File: config.mk
export PLATFORM = sky130hd
export DESIGN_NAME = memset_transfer_chunk_splitter
export DESIGN_NICKNAME = d
export VERILOG_FILES = /design/src/rtl/mtcs_pkg.sv /design/src/rtl/mtcs_div.sv /design/src/rtl/memset_transfer_chunk_splitter.sv
export SDC_FILE = /design/constraint.sdc
export NUM_CORES = 2
export LEC_CHECK = 0
export ABC_CLOCK_PERIOD_IN_PS = 8800
export BUFFER_PORTS_ARGS = -buffer_cell sky130_fd_sc_hd__clkbuf_2
export CAP_MARGIN = 0
export CORE_MARGIN = 1.5
export CORE_UTILIZATION = 65
export CTS_BUF_LIST = sky130_fd_sc_hd__clkbuf_4
export DETAILED_ROUTE_END_ITERATION = 12
export GPL_TIMING_DRIVEN = 0
export PLACE_DENSITY = 0.83
export SLEW_MARGIN = 20
export SYNTH_ARGS = -nofsm -noshare
export SYNTH_HDL_FRONTEND = slang
export SYNTH_SLANG_ARGS = --single-unit
File: constraint.sdc
create_clock -name i_clk -period 8.8 [get_ports i_clk]
set_input_delay 0 -clock i_clk [delete_from_list [all_inputs] [get_ports i_clk]]
set_output_delay 0 -clock i_clk [all_outputs]
set_load 0.005 [all_outputs]
File: src/rtl/mtcs_pkg.sv
`timescale 1ns / 1ps
`default_nettype none

package mtcs_pkg;

    // Shared divider operand widths
    localparam int DVD_W  = 37;   // widest dividend: elements * parallel level + max chunks
    localparam int DVS_W  = 14;   // widest divisor: line bytes * parallel level
    localparam int BITS_W = 6;    // quotient bit count, up to DVD_W

    // Configuration register indexes
    localparam int CFG_IDX_W = 3;
    localparam logic [CFG_IDX_W-1:0] CFG_ELEMENT_BYTES  = 3'd0;
    localparam logic [CFG_IDX_W-1:0] CFG_CHUNK_BYTES    = 3'd1;
    localparam logic [CFG_IDX_W-1:0] CFG_PARALLEL_LEVEL = 3'd2;
    localparam logic [CFG_IDX_W-1:0] CFG_MAX_CHUNKS     = 3'd3;
    localparam logic [CFG_IDX_W-1:0] CFG_LINE_BYTES     = 3'd4;
    localparam int CFG_DATA_W = 25;

    typedef struct packed {
        logic              start;
        logic [DVD_W-1:0]  dividend;
        logic [DVS_W-1:0]  divisor;
        logic [BITS_W-1:0] bits;
    } t_div_req;

    typedef struct packed {
        logic             done;
        logic [DVD_W-1:0] quot;
        logic [DVS_W-1:0] rem;
    } t_div_rsp;

endpackage

`default_nettype wire

File: src/rtl/mtcs_div.sv
`timescale 1ns / 1ps
`default_nettype none

// Restoring divider, one quotient bit per cycle.
// Result valid in the cycle o_rsp.done is high.
module mtcs_div (
    input  wire                 i_clk,
    input  wire                 i_rst_n,
    input  mtcs_pkg::t_div_req  i_req,
    output mtcs_pkg::t_div_rsp  o_rsp
);
    import mtcs_pkg::*;

    logic [BITS_W-1:0] r_cnt;
    logic              r_done;
    logic [DVD_W-1:0]  r_q;
    logic [DVS_W-1:0]  r_acc;
    logic [DVS_W-1:0]  r_dvs;
    logic [DVS_W+1:0]  w_diff;

    assign w_diff = {1'b0, r_acc, r_q[DVD_W-1]} - {2'b00, r_dvs};

    always_ff @(posedge i_clk) begin
        if (!i_rst_n) begin
            r_cnt  <= '0;
            r_done <= 1'b0;
        end else begin
            r_done <= (r_cnt == BITS_W'(1));
            if (i_req.start) begin
                r_cnt <= i_req.bits;
            end else if (r_cnt != '0) begin
                r_cnt <= r_cnt - BITS_W'(1);
            end
        end
    end

    always_ff @(posedge i_clk) begin
        if (i_req.start) begin
            // left-align the dividend so only 'bits' steps are needed
            r_q   <= i_req.dividend << (BITS_W'(DVD_W) - i_req.bits);
            r_acc <= '0;
            r_dvs <= i_req.divisor;
        end else if (r_cnt != '0) begin
            if (!w_diff[DVS_W+1]) begin
                r_acc <= w_diff[DVS_W-1:0];
                r_q   <= {r_q[DVD_W-2:0], 1'b1};
            end else begin
                r_acc <= {r_acc[DVS_W-2:0], r_q[DVD_W-1]};
                r_q   <= {r_q[DVD_W-2:0], 1'b0};
            end
        end
    end

    assign o_rsp.done = r_done;
    assign o_rsp.quot = r_q;
    assign o_rsp.rem  = r_acc;

endmodule

`default_nettype wire

File: src/rtl/memset_transfer_chunk_splitter.sv
`timescale 1ns / 1ps
`default_nettype none

// Memset transfer chunk splitter. A request is taken when start is high and busy is low;
// it gives the region size in bytes, and the block answers with a list of (base_offset,
// chunk_size) pairs in elements that cover the region in order, the final one with o_last.
// Each result is shown for exactly one cycle with o_valid high; the receiver cannot stall
// the block, so it must take every transfer as it comes. An empty request gives one
// result of size zero. busy stays high from the request until its last result has been
// issued, and a new request may be given in the cycle that result is on the ports.
// Setup runs its divisions in turn on a single shared one-bit-per-cycle divider, with an
// extra division when the chunk size has to grow to respect max_chunks, then gives one
// result per cycle (at most MAX_RESULTS). Configuration writes are always accepted
// (o_cfg_ready is tied high) and must only be made while busy is low; unused indexes
// are ignored.
module memset_transfer_chunk_splitter #(
    parameter int MAX_RESULTS = 64
) (
    input  wire                              i_clk,
    input  wire                              i_rst_n,
    // request
    input  wire                              start,
    output logic                             busy,
    input  wire  [31:0]                      i_total_bytes,
    // results
    output logic                             o_valid,
    output logic [31:0]                      o_base_offset,
    output logic [31:0]                      o_chunk_size,
    output logic                             o_last,
    // configuration
    input  wire                              i_cfg_valid,
    output logic                             o_cfg_ready,
    input  wire  [mtcs_pkg::CFG_IDX_W-1:0]   i_cfg_index,
    input  wire  [mtcs_pkg::CFG_DATA_W-1:0]  i_cfg_data
);
    import mtcs_pkg::*;

    localparam int NW = $clog2(MAX_RESULTS);

    // sequencer states
    localparam logic [3:0] S_IDLE  = 4'd0;
    localparam logic [3:0] S_NE    = 4'd1;  // total / element bytes
    localparam logic [3:0] S_LE    = 4'd2;  // line / element bytes
    localparam logic [3:0] S_MAIN  = 4'd3;  // elements mod group
    localparam logic [3:0] S_ROI   = 4'd4;  // initial chunk size
    localparam logic [3:0] S_THR   = 4'd5;  // threshold product
    localparam logic [3:0] S_CMP   = 4'd6;  // too many chunks?
    localparam logic [3:0] S_GROW  = 4'd7;  // grown chunk size
    localparam logic [3:0] S_ALIGN = 4'd8;  // round up to alignment
    localparam logic [3:0] S_RL    = 4'd9;  // remainder split
    localparam logic [3:0] S_EMIT  = 4'd10; // one result per cycle

    // configuration registers
    logic [3:0]  r_element_bytes;
    logic [24:0] r_chunk_bytes;
    logic [4:0]  r_parallel_level;
    logic [5:0]  r_max_chunks;
    logic [8:0]  r_line_bytes;

    always_ff @(posedge i_clk) begin
        if (!i_rst_n) begin
            r_element_bytes  <= 4'd4;
            r_chunk_bytes    <= 25'd65536;
            r_parallel_level <= 5'd1;
            r_max_chunks     <= 6'd32;
            r_line_bytes     <= 9'd128;
        end else if (i_cfg_valid) begin
            case (i_cfg_index)
                CFG_ELEMENT_BYTES:  r_element_bytes  <= i_cfg_data[3:0];
                CFG_CHUNK_BYTES:    r_chunk_bytes    <= i_cfg_data[24:0];
                CFG_PARALLEL_LEVEL: r_parallel_level <= i_cfg_data[4:0];
                CFG_MAX_CHUNKS:     r_max_chunks     <= i_cfg_data[5:0];
                CFG_LINE_BYTES:     r_line_bytes     <= i_cfg_data[8:0];
                default: ;
            endcase
        end
    end

    assign o_cfg_ready = 1'b1;

    // zero element bytes, parallel level, max chunks and line bytes read as one
    logic [3:0] w_eb;
    logic [4:0] w_pl;
    logic [5:0] w_mc;
    logic [8:0] w_line;

    assign w_eb   = (r_element_bytes  == '0) ? 4'd1 : r_element_bytes;
    assign w_pl   = (r_parallel_level == '0) ? 5'd1 : r_parallel_level;
    assign w_mc   = (r_max_chunks     == '0) ? 6'd1 : r_max_chunks;
    assign w_line = (r_line_bytes     == '0) ? 9'd1 : r_line_bytes;

    // shared divider
    t_div_req w_req;
    t_div_rsp w_rsp;

    mtcs_div u_div (
        .i_clk   (i_clk),
        .i_rst_n (i_rst_n),
        .i_req   (w_req),
        .o_rsp   (w_rsp)
    );

    // working registers
    logic [3:0]    r_state,     n_state;
    logic [31:0]   r_num,       n_num;       // elements in the request
    logic [8:0]    r_le,        n_le;        // line elements
    logic [13:0]   r_align,     n_align;     // line bytes * parallel level
    logic [13:0]   r_rem,       n_rem;       // elements past the main part
    logic [31:0]   r_main,      n_main;      // elements in the main part
    logic [37:0]   r_roi,       n_roi;       // main chunk size
    logic [36:0]   r_thr,       n_thr;
    logic [8:0]    r_tail,      n_tail;
    logic [13:0]   r_rl,        n_rl;
    logic          r_rl_pend,   n_rl_pend;
    logic          r_tail_pend, n_tail_pend;
    logic [38:0]   r_pos,       n_pos;
    logic [NW-1:0] r_n,         n_n;
    logic          r_o_valid,   n_o_valid;
    logic [31:0]   r_o_base,    n_o_base;
    logic [31:0]   r_o_size,    n_o_size;
    logic          r_o_last,    n_o_last;

    // emit-path helpers
    logic [31:0] w_left;
    logic [38:0] w_pos_next;
    logic        w_main_act;
    logic        w_more_main;
    logic        w_more;
    logic [8:0]  w_le_q;

    assign w_left      = r_main - r_pos[31:0];
    assign w_pos_next  = r_pos + 39'(r_roi);
    assign w_main_act  = r_pos < 39'(r_main);
    assign w_more_main = w_pos_next < 39'(r_main);
    assign w_le_q      = (w_rsp.quot[8:0] == '0) ? 9'd1 : w_rsp.quot[8:0];

    always_comb begin
        n_state     = r_state;
        n_num       = r_num;
        n_le        = r_le;
        n_align     = r_align;
        n_rem       = r_rem;
        n_main      = r_main;
        n_roi       = r_roi;
        n_thr       = r_thr;
        n_tail      = r_tail;
        n_rl        = r_rl;
        n_rl_pend   = r_rl_pend;
        n_tail_pend = r_tail_pend;
        n_pos       = r_pos;
        n_n         = r_n;
        n_o_valid   = 1'b0;
        n_o_base    = r_o_base;
        n_o_size    = r_o_size;
        n_o_last    = r_o_last;
        w_more      = 1'b0;
        w_req       = '0;

        case (r_state)
            S_IDLE: begin
                if (start) begin
                    n_align        = 14'(w_line) * 14'(w_pl);
                    w_req.start    = 1'b1;
                    w_req.dividend = 37'(i_total_bytes);
                    w_req.divisor  = 14'(w_eb);
                    w_req.bits     = BITS_W'(32);
                    n_state        = S_NE;
                end
            end
            S_NE: begin
                if (w_rsp.done) begin
                    n_num          = w_rsp.quot[31:0];
                    w_req.start    = 1'b1;
                    w_req.dividend = 37'(w_line);
                    w_req.divisor  = 14'(w_eb);
                    w_req.bits     = BITS_W'(9);
                    n_state        = S_LE;
                end
            end
            S_LE: begin
                if (w_rsp.done) begin
                    n_le           = w_le_q;
                    w_req.start    = 1'b1;
                    w_req.dividend = 37'(r_num);
                    w_req.divisor  = 14'(w_le_q) * 14'(w_pl);
                    w_req.bits     = BITS_W'(32);
                    n_state        = S_MAIN;
                end
            end
            S_MAIN: begin
                if (w_rsp.done) begin
                    n_rem          = w_rsp.rem;
                    n_main         = r_num - 32'(w_rsp.rem);
                    w_req.start    = 1'b1;
                    w_req.dividend = 37'(30'(r_chunk_bytes) * 30'(w_pl));
                    w_req.divisor  = 14'(w_eb);
                    w_req.bits     = BITS_W'(30);
                    n_state        = S_ROI;
                end
            end
            S_ROI: begin
                if (w_rsp.done) begin
                    n_roi   = (w_rsp.quot[29:0] == '0) ? 38'd1 : 38'(w_rsp.quot[29:0]);
                    n_state = S_THR;
                end
            end
            S_THR: begin
                // num / roi > mc  <=>  num >= (mc + 1) * roi
                n_thr   = (37'(w_mc) + 37'd1) * 37'(r_roi[29:0]);
                n_state = S_CMP;
            end
            S_CMP: begin
                w_req.start = 1'b1;
                w_req.bits  = BITS_W'(DVD_W);
                if (37'(r_num) >= r_thr) begin
                    w_req.dividend = 37'(r_num) * 37'(w_pl) + 37'(w_mc) - 37'd1;
                    w_req.divisor  = 14'(w_mc);
                    n_state        = S_GROW;
                end else begin
                    w_req.dividend = r_roi[36:0];
                    w_req.divisor  = r_align;
                    n_state        = S_ALIGN;
                end
            end
            S_GROW: begin
                if (w_rsp.done) begin
                    n_roi          = 38'(w_rsp.quot);
                    w_req.start    = 1'b1;
                    w_req.dividend = w_rsp.quot;
                    w_req.divisor  = r_align;
                    w_req.bits     = BITS_W'(DVD_W);
                    n_state        = S_ALIGN;
                end
            end
            S_ALIGN: begin
                if (w_rsp.done) begin
                    if (w_rsp.rem != '0) begin
                        n_roi = r_roi - 38'(w_rsp.rem) + 38'(r_align);
                    end
                    w_req.start    = 1'b1;
                    w_req.dividend = 37'(r_rem);
                    w_req.divisor  = 14'(r_le);
                    w_req.bits     = BITS_W'(14);
                    n_state        = S_RL;
                end
            end
            S_RL: begin
                if (w_rsp.done) begin
                    n_tail      = w_rsp.rem[8:0];
                    n_rl        = r_rem - w_rsp.rem;
                    n_rl_pend   = (r_rem != w_rsp.rem);
                    n_tail_pend = (w_rsp.rem != '0);
                    n_pos       = '0;
                    n_n         = '0;
                    n_state     = S_EMIT;
                end
            end
            S_EMIT: begin
                n_o_valid = 1'b1;
                n_n       = r_n + NW'(1);
                if (w_main_act) begin
                    n_o_base = r_pos[31:0];
                    n_o_size = (r_roi < 38'(w_left)) ? r_roi[31:0] : w_left;
                    n_pos    = w_pos_next;
                    w_more   = w_more_main || r_rl_pend || r_tail_pend;
                end else if (r_rl_pend) begin
                    n_o_base  = r_main;
                    n_o_size  = 32'(r_rl);
                    n_rl_pend = 1'b0;
                    w_more    = r_tail_pend;
                end else if (r_tail_pend) begin
                    n_o_base    = r_main + 32'(r_rl);
                    n_o_size    = 32'(r_tail);
                    n_tail_pend = 1'b0;
                    w_more      = 1'b0;
                end else begin
                    // empty request
                    n_o_base = '0;
                    n_o_size = '0;
                    w_more   = 1'b0;
                end
                n_o_last = !w_more || (r_n == NW'(MAX_RESULTS - 1));
                if (n_o_last) begin
                    n_state = S_IDLE;
                end
            end
            default: begin
                n_state = S_IDLE;
            end
        endcase
    end

    always_ff @(posedge i_clk) begin
        if (!i_rst_n) begin
            r_state   <= S_IDLE;
            r_o_valid <= 1'b0;
        end else begin
            r_state   <= n_state;
            r_o_valid <= n_o_valid;
        end
    end

    always_ff @(posedge i_clk) begin
        r_num       <= n_num;
        r_le        <= n_le;
        r_align     <= n_align;
        r_rem       <= n_rem;
        r_main      <= n_main;
        r_roi       <= n_roi;
        r_thr       <= n_thr;
        r_tail      <= n_tail;
        r_rl        <= n_rl;
        r_rl_pend   <= n_rl_pend;
        r_tail_pend <= n_tail_pend;
        r_pos       <= n_pos;
        r_n         <= n_n;
        r_o_base    <= n_o_base;
        r_o_size    <= n_o_size;
        r_o_last    <= n_o_last;
    end

    assign busy          = (r_state != S_IDLE);
    assign o_valid       = r_o_valid;
    assign o_base_offset = r_o_base;
    assign o_chunk_size  = r_o_size;
    assign o_last        = r_o_last;

endmodule

`default_nettype wire
==> summary.md <==
| Metric | Value |
|---|---|
| Most frequent cells in the layout | 674 x nand2_1, 652 x inv_1, 541 x ha_1, 365 x fa_1, 362 x edfxtp_1 |
| Status | finished clean |
| R2r startpoint | r_parallel_level[4] |
| Num CTS Buffers | 115 |
| Gr ovfl total | 0 |
| Synth Flop Type | edfxtp_1 |
| Clk buf depth | 3 |
| Maximum number of pins on one net before global-route repair | 47 |
| Peak supply drop | 0.122 mV |
| Reg2reg end | u_div.r_q[33] |
| Sequential cell area | 0.0124 mm² |
| Final setup viols | 0 |
| Number of max-cap violations | 0 |
| Final min period | 8.76 ns |
| Post-route setup slack | 0.0449 ns |
| Initial core utilization | 0.660 |
| Hold Path Class | in2reg |
| CTS tree | done |
| RSZ-0062 raised after global routing | false |
| Async set or reset register ratio after synthesis | 0 |
| Placeable Area | 0.0763 mm² |
| Worst relative slew slack | 0.164 |
| Die width | 281 µm |
| Final wirelength | 186 mm |
| Largest area contributor in the netlist | edfxtp_1 |
| Worst-Margin Slew | 1.25 ns |
| 1st-iter DRT viols | 5455 |
| Max Clk Rate | 114 MHz |
| Syn nets | 6609 |
| Worst Reg2Reg Path Length in Cells | 20 |
| Post-synth cell types | 112 |
| FF-to-FF setup slack | 0.04 ns |
| Root buffer cell | clkbuf_4 |
| Area delta synth->final | 9.31% |
| Clk_lat worst skew | 1.01 ns |
| WL per Instance | 26.1 µm |
| First-pass GRT wire length | 277 mm |
| GR Util All Layers | 0.469 |
| Cells after Synth | 5639 |
| Layout cells sized above 1 | 0.0754 |
| Critical path peak fanout | 12 |
| WP data arrival | 9.47 ns |
| Startpoint Class | flop |
| Post-place setup slack | 0.576 ns |
| Io pins | 132 |
| Mean Syn Cell Area | 8.93 µm² |
| YS warnings | 0 |
| Layout net count | 6965 |
| Final critical-path share of the clock period | 0.995 |
| Seq/Total Area, Yosys | 0.246 |
| LEAKAGE | 24.9 nW |
| Req. time, crit path | 9.52 ns |
| PwrDens | 157 mW/mm² |
| Final ANT Viol Nets | 0 |
| First-pass DRT Iterations | 8 |
| Antenna violations before repair | 8 |
| Final Hold Viols | 0 |
| Die Ht | 281 µm |
| Htree depth | 3 |
| IO Port Bufs | 129 |
| Area occupied by multi-input gates | 0.0345 mm² |
| Vias in the first global route | 47300 |
| Filler cells | 5759 |
| Total power | 0.00867 W |
| Drt drc | 0 |
| Setup TNS after final layout | 0 ns |
| Fin. max-slew vios | 0 |
| Share of the synthesized area in the top cell type | 0.216 |
| Mapped cell area | 0.0504 mm² |
| Clock sinks | 437 |
| Vias per Instance | 6.59 |
| CP Capture Type | flop |
| Die area | 0.0792 mm² |
| RePlAce Congestion | 1.05 |
| Setup CP Type | reg2reg |
| Area contributors post-synth | edfxtp_1 22%, fa_1 15%, ha_1 13% |
| EDFF count, synth | 362 |
| Detailed placer's ending HPWL | 144 mm |
| Via count | 47000 |
| Worst Hold Launch | i_total_bytes[21] |
| Yosys reg bits | 437 |
| Commonest non-fill, non-tap cell in the layout | nand2_1 |
| Setup repair bufs after CTS | 0 |
| Row count | 101 |
| Fin Clk Skew | 0.124 ns |
| WHS Endpoint | u_div.r_q[34] |
| Clock slew at reported path FFs | 0.09 ns |
| Hold Path Stages | 8 |
## layout make-up
class / instances / area share
diodes: 17 / 0.000772
repair buffers: 239 / 0.0334
well taps: 1030 / 0.0234
multi-input cells: 4283 / 0.627
clock inverters: 61 / 0.00632
plain buffers: 263 / 0.0194
flip-flops and latches: 437 / 0.225
inverters: 656 / 0.0447
clock buffers: 150 / 0.0204
## registers in the layout, indices dropped and copies added (netlist names), 9 cells and up
register,flops
r_pos,39
r_roi,38
r_thr,37
u_div.r_q,37
o_base_offset,32
o_chunk_size,32
r_main,32
r_num,32
r_chunk_bytes,25
r_align,14
r_rem,14
r_rl,14
u_div.r_acc,14
u_div.r_dvs,14
r_le,9
r_line_bytes,9
r_tail,9
## how the worst max path moves through the flow
| stage | startpoint | slack, ns | endpoint | depth (start not counted) |
|---|---|---|---|---|
| final | r_parallel_level[4] | 0.04 | u_div.r_q[33] | 20 |
| after global routing | r_parallel_level[4] | 0.10 | u_div.r_q[33] | 20 |
| after CTS | r_parallel_level[4] | 0.54 | u_div.r_q[36] | 23 |
| after detailed placement | r_parallel_level[4] | 0.58 | u_div.r_q[36] | 23 |
| after global placement | r_main[24] | 0.22 | r_pos[27] | 14 |
| after floorplan | r_parallel_level[4] | 2.40 | u_div.r_q[33] | 26 |
## cell families after synthesis
| kind of cell | count (synthesis) | share of synthesized area |
|---|---|---|
| mux | 100 | 0.0215 |
| other cells | 1 | 0.0000744 |
| fa+ha+maj | 906 | 0.279 |
| buf+inv | 919 | 0.0698 |
| simple gates | 1748 | 0.168 |
| xor+xnor | 261 | 0.0454 |
| flops | 437 | 0.246 |
| compound gates | 1267 | 0.171 |
## timing repair
action,CTS,global route
hold buffers,103,0
endpoints found under the hold margin,69,0
gates resized for setup,0,0
## where the power goes
part / switching (W) / internal (W)
Combinational: 0.00240 / 0.00141
Sequential: 0.000351 / 0.00260
Clock: 0.00103 / 0.000878
Total: 0.00379 / 0.00488
## synth_stat cells (all sizes together), types with 42 or more instances
master / n
a211oi: 59
a21boi: 57
a21o: 151
a21oi: 291
and2: 292
clkbuf: 226
dfxtp: 75
edfxtp: 362
fa: 365
ha: 541
inv: 655
mux2: 42
mux2i: 56
nand2: 675
nand3: 94
nand4: 60
nor2: 295
nor2b: 59
nor3: 78
o21a: 47
o21ai: 241
o21bai: 50
xnor2: 169
xor2: 92
## routing by layer
| metal | vias to the layer above | GRT usage | part of all wire |
|---|---|---|---|
| met5 | - | 0.00427 | 0.00019 |
| met4 | 6 | 0.333 | 0.079 |
| met3 | 919 | 0.131 | 0.12 |
| met2 | 3274 | 0.735 | 0.44 |
| met1 | 22500 | 0.558 | 0.36 |
| li1 | 20400 | - | - |
## per-stage QoR
| stage | area (µm²) | util | cells | hold slack (ns) |
|---|---|---|---|---|
| floorplan | 50400 | - | 5639 | 0.124 |
| global placement | 52300 | 0.685 | 6798 | 0.219 |
| detailed placement | 52500 | 0.688 | 6805 | 0.216 |
| CTS | 55000 | 0.721 | 7119 | 0.00103 |
| global route | 55000 | 0.721 | 7127 | 0.0882 |
| finish | 55100 | 0.721 | 7136 | 0.0709 |
## critical path, stage by stage, from the launching register on
cell and delay (ns):
dfxtp_1 0.43, clkbuf_1 0.88, clkbuf_1 0.96, nand2_1 0.24, fa_1 0.61, fa_1 0.56
fa_1 0.55, inv_1 0.04, ha_1 0.34, o21ai_0 0.30, o21ai_0 0.14, a21oi_1 0.32
a211oi_2 0.17, o21ai_0 0.32, a21oi_1 0.12, nor3_1 0.89, nand3_1 0.32, a211o_1 0.35
a31oi_1 0.30, nor3_1 0.08, or4_1 0.51
No activity file was read; power rests on OpenSTA's default activity.
